## src/hdl/sapf_pkg.sv

```systemverilog
// Package: types, constants and sequencer states for the second-order allpass filter unit.
`timescale 1ns / 1ps

package sapf_pkg;

    localparam int CHANNELS    = 8;
    localparam int CH_W        = (CHANNELS > 1) ? $clog2(CHANNELS) : 1;
    localparam int SAMPLE_BITS = 24;
    localparam int CHAN_BITS   = 3;
    localparam int COEF1_BITS  = 24;
    localparam int COEF2_BITS  = 23;
    localparam int COEF_FRAC   = 22;
    localparam int OP_W        = SAMPLE_BITS + 1;
    localparam int PROD_W      = 2 * OP_W;
    localparam int ACC_W       = PROD_W + 2;
    localparam int CFG_IDX_W   = 1;
    localparam int CFG_DATA_W  = 24;

    localparam logic [CFG_IDX_W-1:0] CFG_COEF_FIRST  = CFG_IDX_W'(0);
    localparam logic [CFG_IDX_W-1:0] CFG_COEF_SECOND = CFG_IDX_W'(1);

    localparam logic signed [ACC_W-1:0] SAT_HI   = ACC_W'((64'sd1 <<< (SAMPLE_BITS - 1)) - 1);
    localparam logic signed [ACC_W-1:0] SAT_LO   = -SAT_HI - ACC_W'(1);
    localparam logic signed [ACC_W-1:0] ROUND_HALF = ACC_W'(64'sd1 <<< (COEF_FRAC - 1));

    typedef struct packed {
        logic [CHAN_BITS-1:0]          chan;
        logic signed [SAMPLE_BITS-1:0] sample_in;
    } t_in_item;

    typedef struct packed {
        logic [CHAN_BITS-1:0]          chan_out;
        logic signed [SAMPLE_BITS-1:0] sample_out;
    } t_out_item;

    typedef struct packed {
        logic en;
        logic load;
    } t_mac_ctl;

    typedef enum logic [1:0] {
        ST_IDLE,
        ST_MAC1,
        ST_MAC2,
        ST_FIN
    } t_state;

endpackage

```

## src/hdl/sapf_mac.sv

```systemverilog
// Shared multiply-accumulate unit used by the allpass sequencer.
`timescale 1ns / 1ps

module sapf_mac (
    input  logic                                i_clk,
    input  sapf_pkg::t_mac_ctl                  i_ctl,
    input  logic signed [sapf_pkg::ACC_W-1:0]   i_init,
    input  logic signed [sapf_pkg::OP_W-1:0]    i_op_a,
    input  logic signed [sapf_pkg::OP_W-1:0]    i_op_b,
    output logic signed [sapf_pkg::ACC_W-1:0]   o_acc
);
    import sapf_pkg::*;

    logic signed [PROD_W-1:0] prod;
    logic signed [ACC_W-1:0]  base;
    logic signed [ACC_W-1:0]  r_acc;
    logic signed [ACC_W-1:0]  n_acc;

    assign prod  = i_op_a * i_op_b;
    assign base  = i_ctl.load ? i_init : r_acc;
    assign n_acc = base + ACC_W'(prod);

    always_ff @(posedge i_clk) begin
        if (i_ctl.en) begin
            r_acc <= n_acc;
        end
    end

    assign o_acc = r_acc;

endmodule

```

## src/hdl/second_order_allpass_filter_unit.sv

```systemverilog
// Top level: multichannel second-order allpass filter with a shared multiply-accumulate unit.
//
//  channel | handshake                | payload
//  --------+--------------------------+---------------------------------
//  in      | i_in_valid / o_in_ready  | i_in  (chan, sample_in)
//  out     | o_out_valid / i_out_ready| o_out (chan_out, sample_out)
//  cfg     | i_cfg_valid / o_cfg_ready| i_cfg_index, i_cfg_data
//
// An item makes three passes through the one multiply-accumulate unit
// (a2*x, a1*(x1-y1), -a2*y2), then round, saturate and history update.
// The next item is taken the cycle after the update, not while one is in progress.
// A held result stalls the update cycle only while the output register is still full.
// Synchronous reset clears coefficients, all channel histories and the sequencer.
`timescale 1ns / 1ps

module second_order_allpass_filter_unit (
    input  logic                                   i_clk,
    input  logic                                   i_rst_n,
    input  logic                                   i_in_valid,
    output logic                                   o_in_ready,
    input  sapf_pkg::t_in_item                     i_in,
    output logic                                   o_out_valid,
    input  logic                                   i_out_ready,
    output sapf_pkg::t_out_item                    o_out,
    input  logic                                   i_cfg_valid,
    output logic                                   o_cfg_ready,
    input  logic [sapf_pkg::CFG_IDX_W-1:0]         i_cfg_index,
    input  logic [sapf_pkg::CFG_DATA_W-1:0]        i_cfg_data
);
    import sapf_pkg::*;

    logic signed [COEF1_BITS-1:0]  r_coef1;
    logic [COEF2_BITS-1:0]         r_coef2;

    logic signed [SAMPLE_BITS-1:0] r_in1  [CHANNELS];
    logic signed [SAMPLE_BITS-1:0] r_in2  [CHANNELS];
    logic signed [SAMPLE_BITS-1:0] r_out1 [CHANNELS];
    logic signed [SAMPLE_BITS-1:0] r_out2 [CHANNELS];

    t_state r_state;
    t_state n_state;

    logic [CHAN_BITS-1:0]          r_chan;
    logic                          r_chan_ok;
    logic signed [SAMPLE_BITS-1:0] r_x;
    logic signed [SAMPLE_BITS-1:0] r_x1;
    logic signed [SAMPLE_BITS-1:0] r_y1;
    logic signed [OP_W-1:0]        r_diff;
    logic signed [OP_W-1:0]        r_neg_y2;

    logic                          r_out_valid;
    t_out_item                     r_out;

    logic                          in_fire;
    logic                          fin_go;
    logic [CH_W-1:0]               in_idx;
    logic [CH_W-1:0]               wr_idx;
    logic                          in_chan_ok;

    t_mac_ctl                      mac_ctl;
    logic signed [ACC_W-1:0]       mac_init;
    logic signed [OP_W-1:0]        mac_a;
    logic signed [OP_W-1:0]        mac_b;
    logic signed [ACC_W-1:0]       acc;
    logic signed [ACC_W-1:0]       acc_shift;
    logic signed [SAMPLE_BITS-1:0] y_sat;

    logic signed [OP_W-1:0]        coef1_op;
    logic signed [OP_W-1:0]        coef2_op;

    assign o_cfg_ready = 1'b1;
    assign o_in_ready  = (r_state == ST_IDLE);
    assign in_fire     = i_in_valid && o_in_ready;
    assign fin_go      = (r_state == ST_FIN) && (!r_out_valid || i_out_ready);
    assign in_idx      = i_in.chan[CH_W-1:0];
    assign wr_idx      = r_chan[CH_W-1:0];
    assign in_chan_ok  = (32'(i_in.chan) < CHANNELS);

    assign coef1_op = OP_W'(r_coef1);
    assign coef2_op = OP_W'(signed'({1'b0, r_coef2}));

    always_ff @(posedge i_clk) begin
        if (!i_rst_n) begin
            r_coef1 <= '0;
            r_coef2 <= '0;
        end else if (i_cfg_valid && o_cfg_ready) begin
            unique case (i_cfg_index)
                CFG_COEF_FIRST:  r_coef1 <= i_cfg_data[COEF1_BITS-1:0];
                CFG_COEF_SECOND: r_coef2 <= i_cfg_data[COEF2_BITS-1:0];
                default:         ;
            endcase
        end
    end

    always_ff @(posedge i_clk) begin
        if (!i_rst_n) begin
            r_state <= ST_IDLE;
        end else begin
            r_state <= n_state;
        end
    end

    always_comb begin
        n_state = r_state;
        unique case (r_state)
            ST_IDLE: if (in_fire) n_state = ST_MAC1;
            ST_MAC1: n_state = ST_MAC2;
            ST_MAC2: n_state = ST_FIN;
            ST_FIN:  if (fin_go) n_state = ST_IDLE;
            default: n_state = ST_IDLE;
        endcase
    end

    always_comb begin
        mac_ctl  = '0;
        mac_init = '0;
        mac_a    = coef2_op;
        mac_b    = r_neg_y2;
        unique case (r_state)
            ST_IDLE: begin
                mac_ctl.en   = in_fire;
                mac_ctl.load = 1'b1;
                mac_init     = (ACC_W'(r_in2[in_idx]) <<< COEF_FRAC) + ROUND_HALF;
                mac_a        = coef2_op;
                mac_b        = OP_W'(i_in.sample_in);
            end
            ST_MAC1: begin
                mac_ctl.en = 1'b1;
                mac_a      = coef1_op;
                mac_b      = r_diff;
            end
            ST_MAC2: begin
                mac_ctl.en = 1'b1;
                mac_a      = coef2_op;
                mac_b      = r_neg_y2;
            end
            ST_FIN: begin
                mac_ctl = '0;
            end
            default: mac_ctl = '0;
        endcase
    end

    sapf_mac u_mac (
        .i_clk  (i_clk),
        .i_ctl  (mac_ctl),
        .i_init (mac_init),
        .i_op_a (mac_a),
        .i_op_b (mac_b),
        .o_acc  (acc)
    );

    always_ff @(posedge i_clk) begin
        if (in_fire) begin
            r_chan    <= i_in.chan;
            r_chan_ok <= in_chan_ok;
            r_x       <= i_in.sample_in;
            r_x1      <= r_in1[in_idx];
            r_y1      <= r_out1[in_idx];
            r_diff    <= OP_W'(r_in1[in_idx]) - OP_W'(r_out1[in_idx]);
            r_neg_y2  <= -OP_W'(r_out2[in_idx]);
        end
    end

    assign acc_shift = acc >>> COEF_FRAC;

    always_comb begin
        priority if (acc_shift > SAT_HI) begin
            y_sat = SAT_HI[SAMPLE_BITS-1:0];
        end else if (acc_shift < SAT_LO) begin
            y_sat = SAT_LO[SAMPLE_BITS-1:0];
        end else begin
            y_sat = acc_shift[SAMPLE_BITS-1:0];
        end
    end

    always_ff @(posedge i_clk) begin
        if (!i_rst_n) begin
            for (int k = 0; k < CHANNELS; k++) begin
                r_in1[k]  <= '0;
                r_in2[k]  <= '0;
                r_out1[k] <= '0;
                r_out2[k] <= '0;
            end
        end else if (fin_go && r_chan_ok) begin
            r_in2[wr_idx]  <= r_x1;
            r_out2[wr_idx] <= r_y1;
            r_in1[wr_idx]  <= r_x;
            r_out1[wr_idx] <= y_sat;
        end
    end

    always_ff @(posedge i_clk) begin
        if (!i_rst_n) begin
            r_out_valid <= 1'b0;
        end else if (fin_go) begin
            r_out_valid <= 1'b1;
        end else if (i_out_ready) begin
            r_out_valid <= 1'b0;
        end
    end

    always_ff @(posedge i_clk) begin
        if (fin_go) begin
            r_out.chan_out   <= r_chan;
            r_out.sample_out <= r_chan_ok ? y_sat : '0;
        end
    end

    assign o_out_valid = r_out_valid;
    assign o_out       = r_out;

`ifndef NO_ASSERTIONS
    a_accept_starts_mac: assert property (@(posedge i_clk) disable iff (!i_rst_n)
        in_fire |=> (r_state == ST_MAC1))
        else $error("accepted item did not start the multiply sequence");

    a_result_from_fin: assert property (@(posedge i_clk) disable iff (!i_rst_n)
        $rose(o_out_valid) |-> ($past(r_state) == ST_FIN))
        else $error("result appeared without a finish cycle");

    a_fin_loads_output: assert property (@(posedge i_clk) disable iff (!i_rst_n)
        fin_go |=> (o_out_valid && (r_state == ST_IDLE)))
        else $error("finish cycle did not load the output register");
`endif

endmodule
```

## config.mk

```make
export PLATFORM = sky130hd
export DESIGN_NAME = second_order_allpass_filter_unit
export DESIGN_NICKNAME = d
export VERILOG_FILES = /design/src/hdl/sapf_pkg.sv /design/src/hdl/sapf_mac.sv /design/src/hdl/second_order_allpass_filter_unit.sv
export SDC_FILE = /design/constraint.sdc
export NUM_CORES = 2
export LEC_CHECK = 0
export BUFFER_PORTS_ARGS = -buffer_cell sky130_fd_sc_hd__buf_4
export CAP_MARGIN = 20
export CORE_MARGIN = 4
export CORE_UTILIZATION = 29
export DETAILED_ROUTE_END_ITERATION = 6
export HOLD_SLACK_MARGIN = 0.05
export PLACE_DENSITY = 0.44
export SETUP_SLACK_MARGIN = 0.05
export SLEW_MARGIN = 25
export SYNTH_ARGS = -nofsm -noshare
export SYNTH_HDL_FRONTEND = slang
export SYNTH_HIERARCHICAL = 1
export SYNTH_SLANG_ARGS = --single-unit
```

## constraint.sdc

```tcl
create_clock -name i_clk -period 17.59 [get_ports i_clk]
set_clock_uncertainty 0.2 [all_clocks]
set_input_delay 3.518 -clock i_clk [delete_from_list [all_inputs] [get_ports i_clk]]
set_output_delay 3.518 -clock i_clk [all_outputs]
set_load 0.01 [all_outputs]
```

Word level (Yosys, flattened, before mapping)
Memories as Yosys holds them, arrays and structs flattened.
Index checks and enable logic that the tools add are counted.

word-level totals
  bits in registers = 254
  bits in writable memories = 768
  output and inout bits = 30
  logic and storage cells = 73
  memories kept = 4

cells by class
  add/subtract/negate cells = 4
  multipliers = 1
  $lt $le $gt $ge = 2
  equality and inequality tests = 5
  muxes and demuxes = 29
  bitwise operators = 1
  reductions and logical operators = 14

memory list
  name    depth  width  read ports  clocked after Yosys merged registers in  wr ports  line                                    RTL
  r_in1   8      24     1           0                                        8         second_order_allpass_filter_unit.sv:35  logic signed [SAMPLE_BITS-1:0] r_in1 [CHANNELS];
  r_in2   8      24     1           0                                        8         second_order_allpass_filter_unit.sv:36  logic signed [SAMPLE_BITS-1:0] r_in2 [CHANNELS];
  r_out1  8      24     1           0                                        8         second_order_allpass_filter_unit.sv:37  logic signed [SAMPLE_BITS-1:0] r_out1 [CHANNELS];
  r_out2  8      24     1           0                                        8         second_order_allpass_filter_unit.sv:38  logic signed [SAMPLE_BITS-1:0] r_out2 [CHANNELS];

operator list
  operator                number
  $mux 24                 6
  $mux 52                 2
  $reduce_or 24->1        4
  $add 52x50->52          1
  $mul 25x25->50          1
  $pmux 25 s2             1
  $add 46x23->47 const B  1
  $gt 30x24->1 const B    1
  $lt 30x24->1 const B    1
  $mux 25                 1
  $neg 24->25             1
  $sub 24x24->25          1
  $mux 3                  4
  $mux 1                  11
  $pmux 2 s4              1
  $reduce_and 2->1        3
  $eq 2x2->1 const B      2
  $mux 2                  2
  $pmux 1 s3              1
  $eq 2x1->1 const B      1
  $logic_and 1x1->1       2
  $logic_not 2->1         1
  $ne 2x1->1 const B      1
  $ne 2x2->1 const B      1
  other kinds (5)         5

Depth between registers and ports, before layout
  depth after elaboration = 8
  depth in mapped cells = 34

Hierarchy
The synthesis kept the hierarchy.

modules (own cells, without submodules)
  module                            instances  cells each  area an instance (µm²)  sequential area each (µm²)
  second_order_allpass_filter_unit  1          2831        42933.7                 28627.5
  sapf_mac                          1          2930        27822.9                 1561.5

Least setup slack after synthesis
Ideal clock, no wire load.

  path type = input port to flip-flop
  start point = input i_in[26] (netlist name)
  end point = register u_mac.r_acc[49] (netlist: u_mac/o_acc[49]) (data pin)
  data arrival time = 10.252 ns
  path slack = 6.878 ns
  cell stages on the path = 28
  path through = buf_2 -> buf_2 -> buf_1 -> buf_2 -> buf_2 -> buf_2 -> mux2i_1 -> nor2b_1 -> mux2i_1 -> fa_1 -> inv_1 -> fa_1 -> fa_1 -> fa_1 -> fa_1 -> inv_1 -> fa_1 -> inv_1 -> ha_1 -> a211oi_1 -> a21oi_1 -> a211oi_1 -> nand2_1 -> a21oi_2 -> o311a_1 -> nor3_1 -> a221o_1 -> xor2_1

on the way
  word-level cells in the longest chain between the ends = 5

RTL lines
  item                  line                                     RTL
  from (decl)           second_order_allpass_filter_unit.sv:21   input sapf_pkg::t_in_item i_in,
  $mem_v2 8x24          n/a
  $add 46x23->47        second_order_allpass_filter_unit.sv:123  mac_init = (ACC_W'(r_in2[in_idx]) <<< COEF_FRAC) + ROUND_HALF;
  $mux 52               second_order_allpass_filter_unit.sv:119  unique case (r_state)
  net mac_init[24]      second_order_allpass_filter_unit.sv:61   logic signed [ACC_W-1:0] mac_init;
  $mux 52               sapf_mac.sv:20                           assign base = i_ctl.load ? i_init : r_acc;
  $add 52x50->52        sapf_mac.sv:21                           assign n_acc = base + ACC_W'(prod);
  net u_mac.n_acc[49]   sapf_mac.sv:17                           logic signed [ACC_W-1:0] n_acc;
  to (signal assigned)  sapf_mac.sv:25                           r_acc <= n_acc;
  to (decl)             sapf_mac.sv:16                           logic signed [ACC_W-1:0] r_acc;

The timed path passes the listed nets, and every way through them passes these cells.
A chain may end at the register's enable or synchronous reset.

Worst setup path after layout
  start point = input i_in[1] (netlist name)
  end point = register u_mac.r_acc[51] (netlist: u_mac/o_acc[51]) (data pin)

on the way
  word-level cells in the longest chain between the ends = 3

RTL lines
  item                 line                                     RTL
  $pmux 25 s2          second_order_allpass_filter_unit.sv:119
  net mac_b[1]         second_order_allpass_filter_unit.sv:63   logic signed [OP_W-1:0] mac_b;
  $mul 25x25->50       sapf_mac.sv:19                           assign prod = i_op_a * i_op_b;
  $add 52x50->52       sapf_mac.sv:21
  net u_mac.n_acc[51]  sapf_mac.sv:17

The timed path passes the listed nets, and every way through them passes these cells.

==> impl_metrics.py <==
metrics = {
    "min_path": {
        "worst_hold_path.num_cells": 2,
        "hold_path.class": "reg -> reg",
    },
    "grt": {
        "antenna_found_initial": 8,
        "grt_max_degree": 64,
        "grt_first_pass_wirelength_um": 321000,
        "grt_pass1_vias": 46574,
        "gr-usage-all-layers": 0.174,
        "gr-total-overflow": 0,
    },
    "clock_tree": {
        "cts_made_buffers": 119,
        "holdBufCountCts": 0,
        "cts_setup_buffers": 0,
        "root_buffer": "clkbuf_16",
        "cts-resized-gates": 0,
        "clkLatencyLatePin_ps": 780,
        "cts_tree": "built",
        "cts.clk_slew.worst_paths_ps": 80,
        "clk_path_buf_depth": 3,
        "ctsHtreeMaxLevel": 3,
        "clock_sinks": 1022,
    },
    "synth": {
        "synthesis.area_um2": 70800,
        "yosys-top-cells-area": "edfxtp_1 41%, fa_1 21%, and2_1 7.4%",
        "async_reset_ff_frac": 0,
        "yosysMostFrequentCell": "edfxtp_1",
        "synthesis.instances": 5761,
        "synth-seq-area-share": 0.427,
        "yosysTopAreaCellShare": 0.413,
        "synth_commonest_cells": "972 x edfxtp_1, 904 x inv_1, 840 x and2_1",
        "synth.avg_cell_area_um2": 12.3,
        "synth_edf_count": 972,
        "synth-seq-cells": 1022,
        "yosysTopAreaCell": "edfxtp_1",
        "ys_warn_count": 6,
        "yosysUniqueCellTypes": 81,
        "synth_ff_type": "edfxtp_1",
    },
    "routing": {
        "avgRoutedWirePerCell_um": 23.9,
        "drt-initial-drc-count": 2663,
        "firstDrtPassIters": 7,
        "vias_per_cell": 4.68,
        "antenna_left": 0,
        "vias": 42511,
        "drc": 0,
        "wl_um": 217000,
    },
    "timing": {
        "setup_viol": 0,
        "relSlewSlack": 0.274,
        "setup_slack_ps": 6180,
        "hold_viol": 0,
        "min_period_ps": 11410,
        "fmax_ghz": 0.0877,
        "report.final.slew_viol_count": 0,
        "tightestPinTransition_ps": 1080,
        "min_period_over_period": 0.648,
        "setup_tns_ps": 0,
        "grt_setup_unrepaired": "no",
    },
    "floorplan": {
        "die_x_um": 502,
        "coreArea_um2": 243000,
        "rows": 181,
        "die_area_um2": 252000,
        "io_pins": 87,
        "die_y_um": 502,
        "initial_core_util": 0.291,
    },
    "cells_and_area": {
        "finalNetCount": 6785,
        "stdcell_count": 9088,
        "fin_util": 0.325,
        "drive_above_1_share": 0.120,
        "area_growth_pct": 11.7,
        "fillCellCount": 24279,
    },
    "place": {
        "place_congestion": 0.799,
        "pre_cts_slack_ps": 5340,
        "io_buffers": 85,
        "post-dp-hpwl_um": 145000,
        "dp.cells": 8868,
    },
    "worst_setup_path": {
        "rr_worst_depth": 29,
        "cp.arrival_ps": 11730,
        "cp_data_required_time_ps": 17910,
        "reg2reg_to": "u_mac/o_acc[49]$_DFFE_PP_",
        "crit_path_top_delay_cell": "fa_1",
        "start_kind": "input port",
        "r2r_start": "r_state[1]$_SDFFE_PN0P_",
        "crit_start": "i_in[1]",
        "crit_fanout": 25,
        "end_kind": "flop",
        "worst_path_most_repeated_cell": "fa_1",
        "crit_path_end": "u_mac/o_acc[51]$_DFFE_PP_",
        "worst-r2r-setup-slack_ps": 7450,
        "critPathMaxStageDelay_ps": 760,
        "crit_type": "in -> reg",
    },
    "status": {
        "status": "finished, final reports clean",
    },
    "job": {
        "maxCapViolCount": 0,
    },
}
==> how the worst min path moves through the flow <==
stage	slack (ps)	start	endpoint
global route	290	r_coef1[15]$_SDFFE_PN0P_	r_coef1[15]$_SDFFE_PN0P_
detailed placement	260	r_coef1[14]$_SDFFE_PN0P_	r_coef1[14]$_SDFFE_PN0P_
floorplan	240	r_coef1[23]$_SDFFE_PN0P_	r_coef1[23]$_SDFFE_PN0P_
global placement	250	r_coef1[16]$_SDFFE_PN0P_	r_coef1[16]$_SDFFE_PN0P_
finish	260	r_coef1[8]$_SDFFE_PN0P_	r_coef1[8]$_SDFFE_PN0P_
CTS	270	r_coef1[14]$_SDFFE_PN0P_	r_coef1[14]$_SDFFE_PN0P_
==> per-stage QoR <==
stage	hold WS, ps	area, µm²
3_5_place_dp	257	75200
5_1_grt	287	79000
6_report	262	79000
3_3_place_gp	248	75200
2_1_floorplan	239	70800
4_1_cts	266	79000
==> cells in the final DEF, fill, tap and decap left out, drive strengths merged, types with 50 or more instances in the layout <==
master and n:
buf 181, mux2 103, fa 740, clkbuf 149, ha 201, a21boi 52, nor2 256, xnor2 67
dfxtp 50, a21oi 67, mux4 193, o21ai 63, nand2 566, mux2i 71, edfxtp 972, inv 913
and2 840
==> critical path, delay by kind of cell <==
family	cells	cell delay [ps]
adder cells (fa/ha/maj)	8	4200
AO/OA/AOI/OAI	6	2370
XOR/XNOR	1	150
AND/OR/NAND/NOR	3	510
buffers and inverters	7	950
==> state kept, by name, summed over array words and instances (netlist names), 25 cells and up <==
| register | cells |
|---|---|
| r_in2 | 192 |
| r_neg_y2 | 25 |
| u_mac/o_acc | 52 |
| r_in1 | 192 |
| o_out | 27 |
| r_out1 | 192 |
| r_out2 | 192 |
| r_diff | 25 |
==> layer usage <==
metal / GRT usage / share of wire
met1: 0.228 / 0.43
met2: 0.307 / 0.51
met3: 0.0195 / 0.037
met4: 0.0406 / 0.023
met5: 0 / 0
==> area by class of cell <==
type                            count  area (µm²)  share of cell area
Timing Repair Buffer              181        1390              0.0176
Inverter                          904        3390              0.0429
Multi-Input combinational cell   3559       36300               0.459
Clock buffer                      149        3100              0.0392
Clock inverter                     66         652             0.00825
Sequential cell                  1022       30200               0.382
Antenna cell                        5        12.5            0.000158
Tap cell                         3202        4010              0.0507
==> cell families (layout without fill, tap and decap cells) <==
group	Yosys count	after routing	synth area share
other cells	2	27	0.000106
compound gates	321	321	0.0310
simple gates	1810	1810	0.131
xor+xnor	98	98	0.0121
buf+inv	1200	1300	0.0649
flops	1022	1022	0.427
fa+ha+maj	941	941	0.245
mux	367	367	0.0893
Power is left out: the tool's default activity adds up to more than one toggle a clock period on the data nets, which glitch-free logic cannot reach.
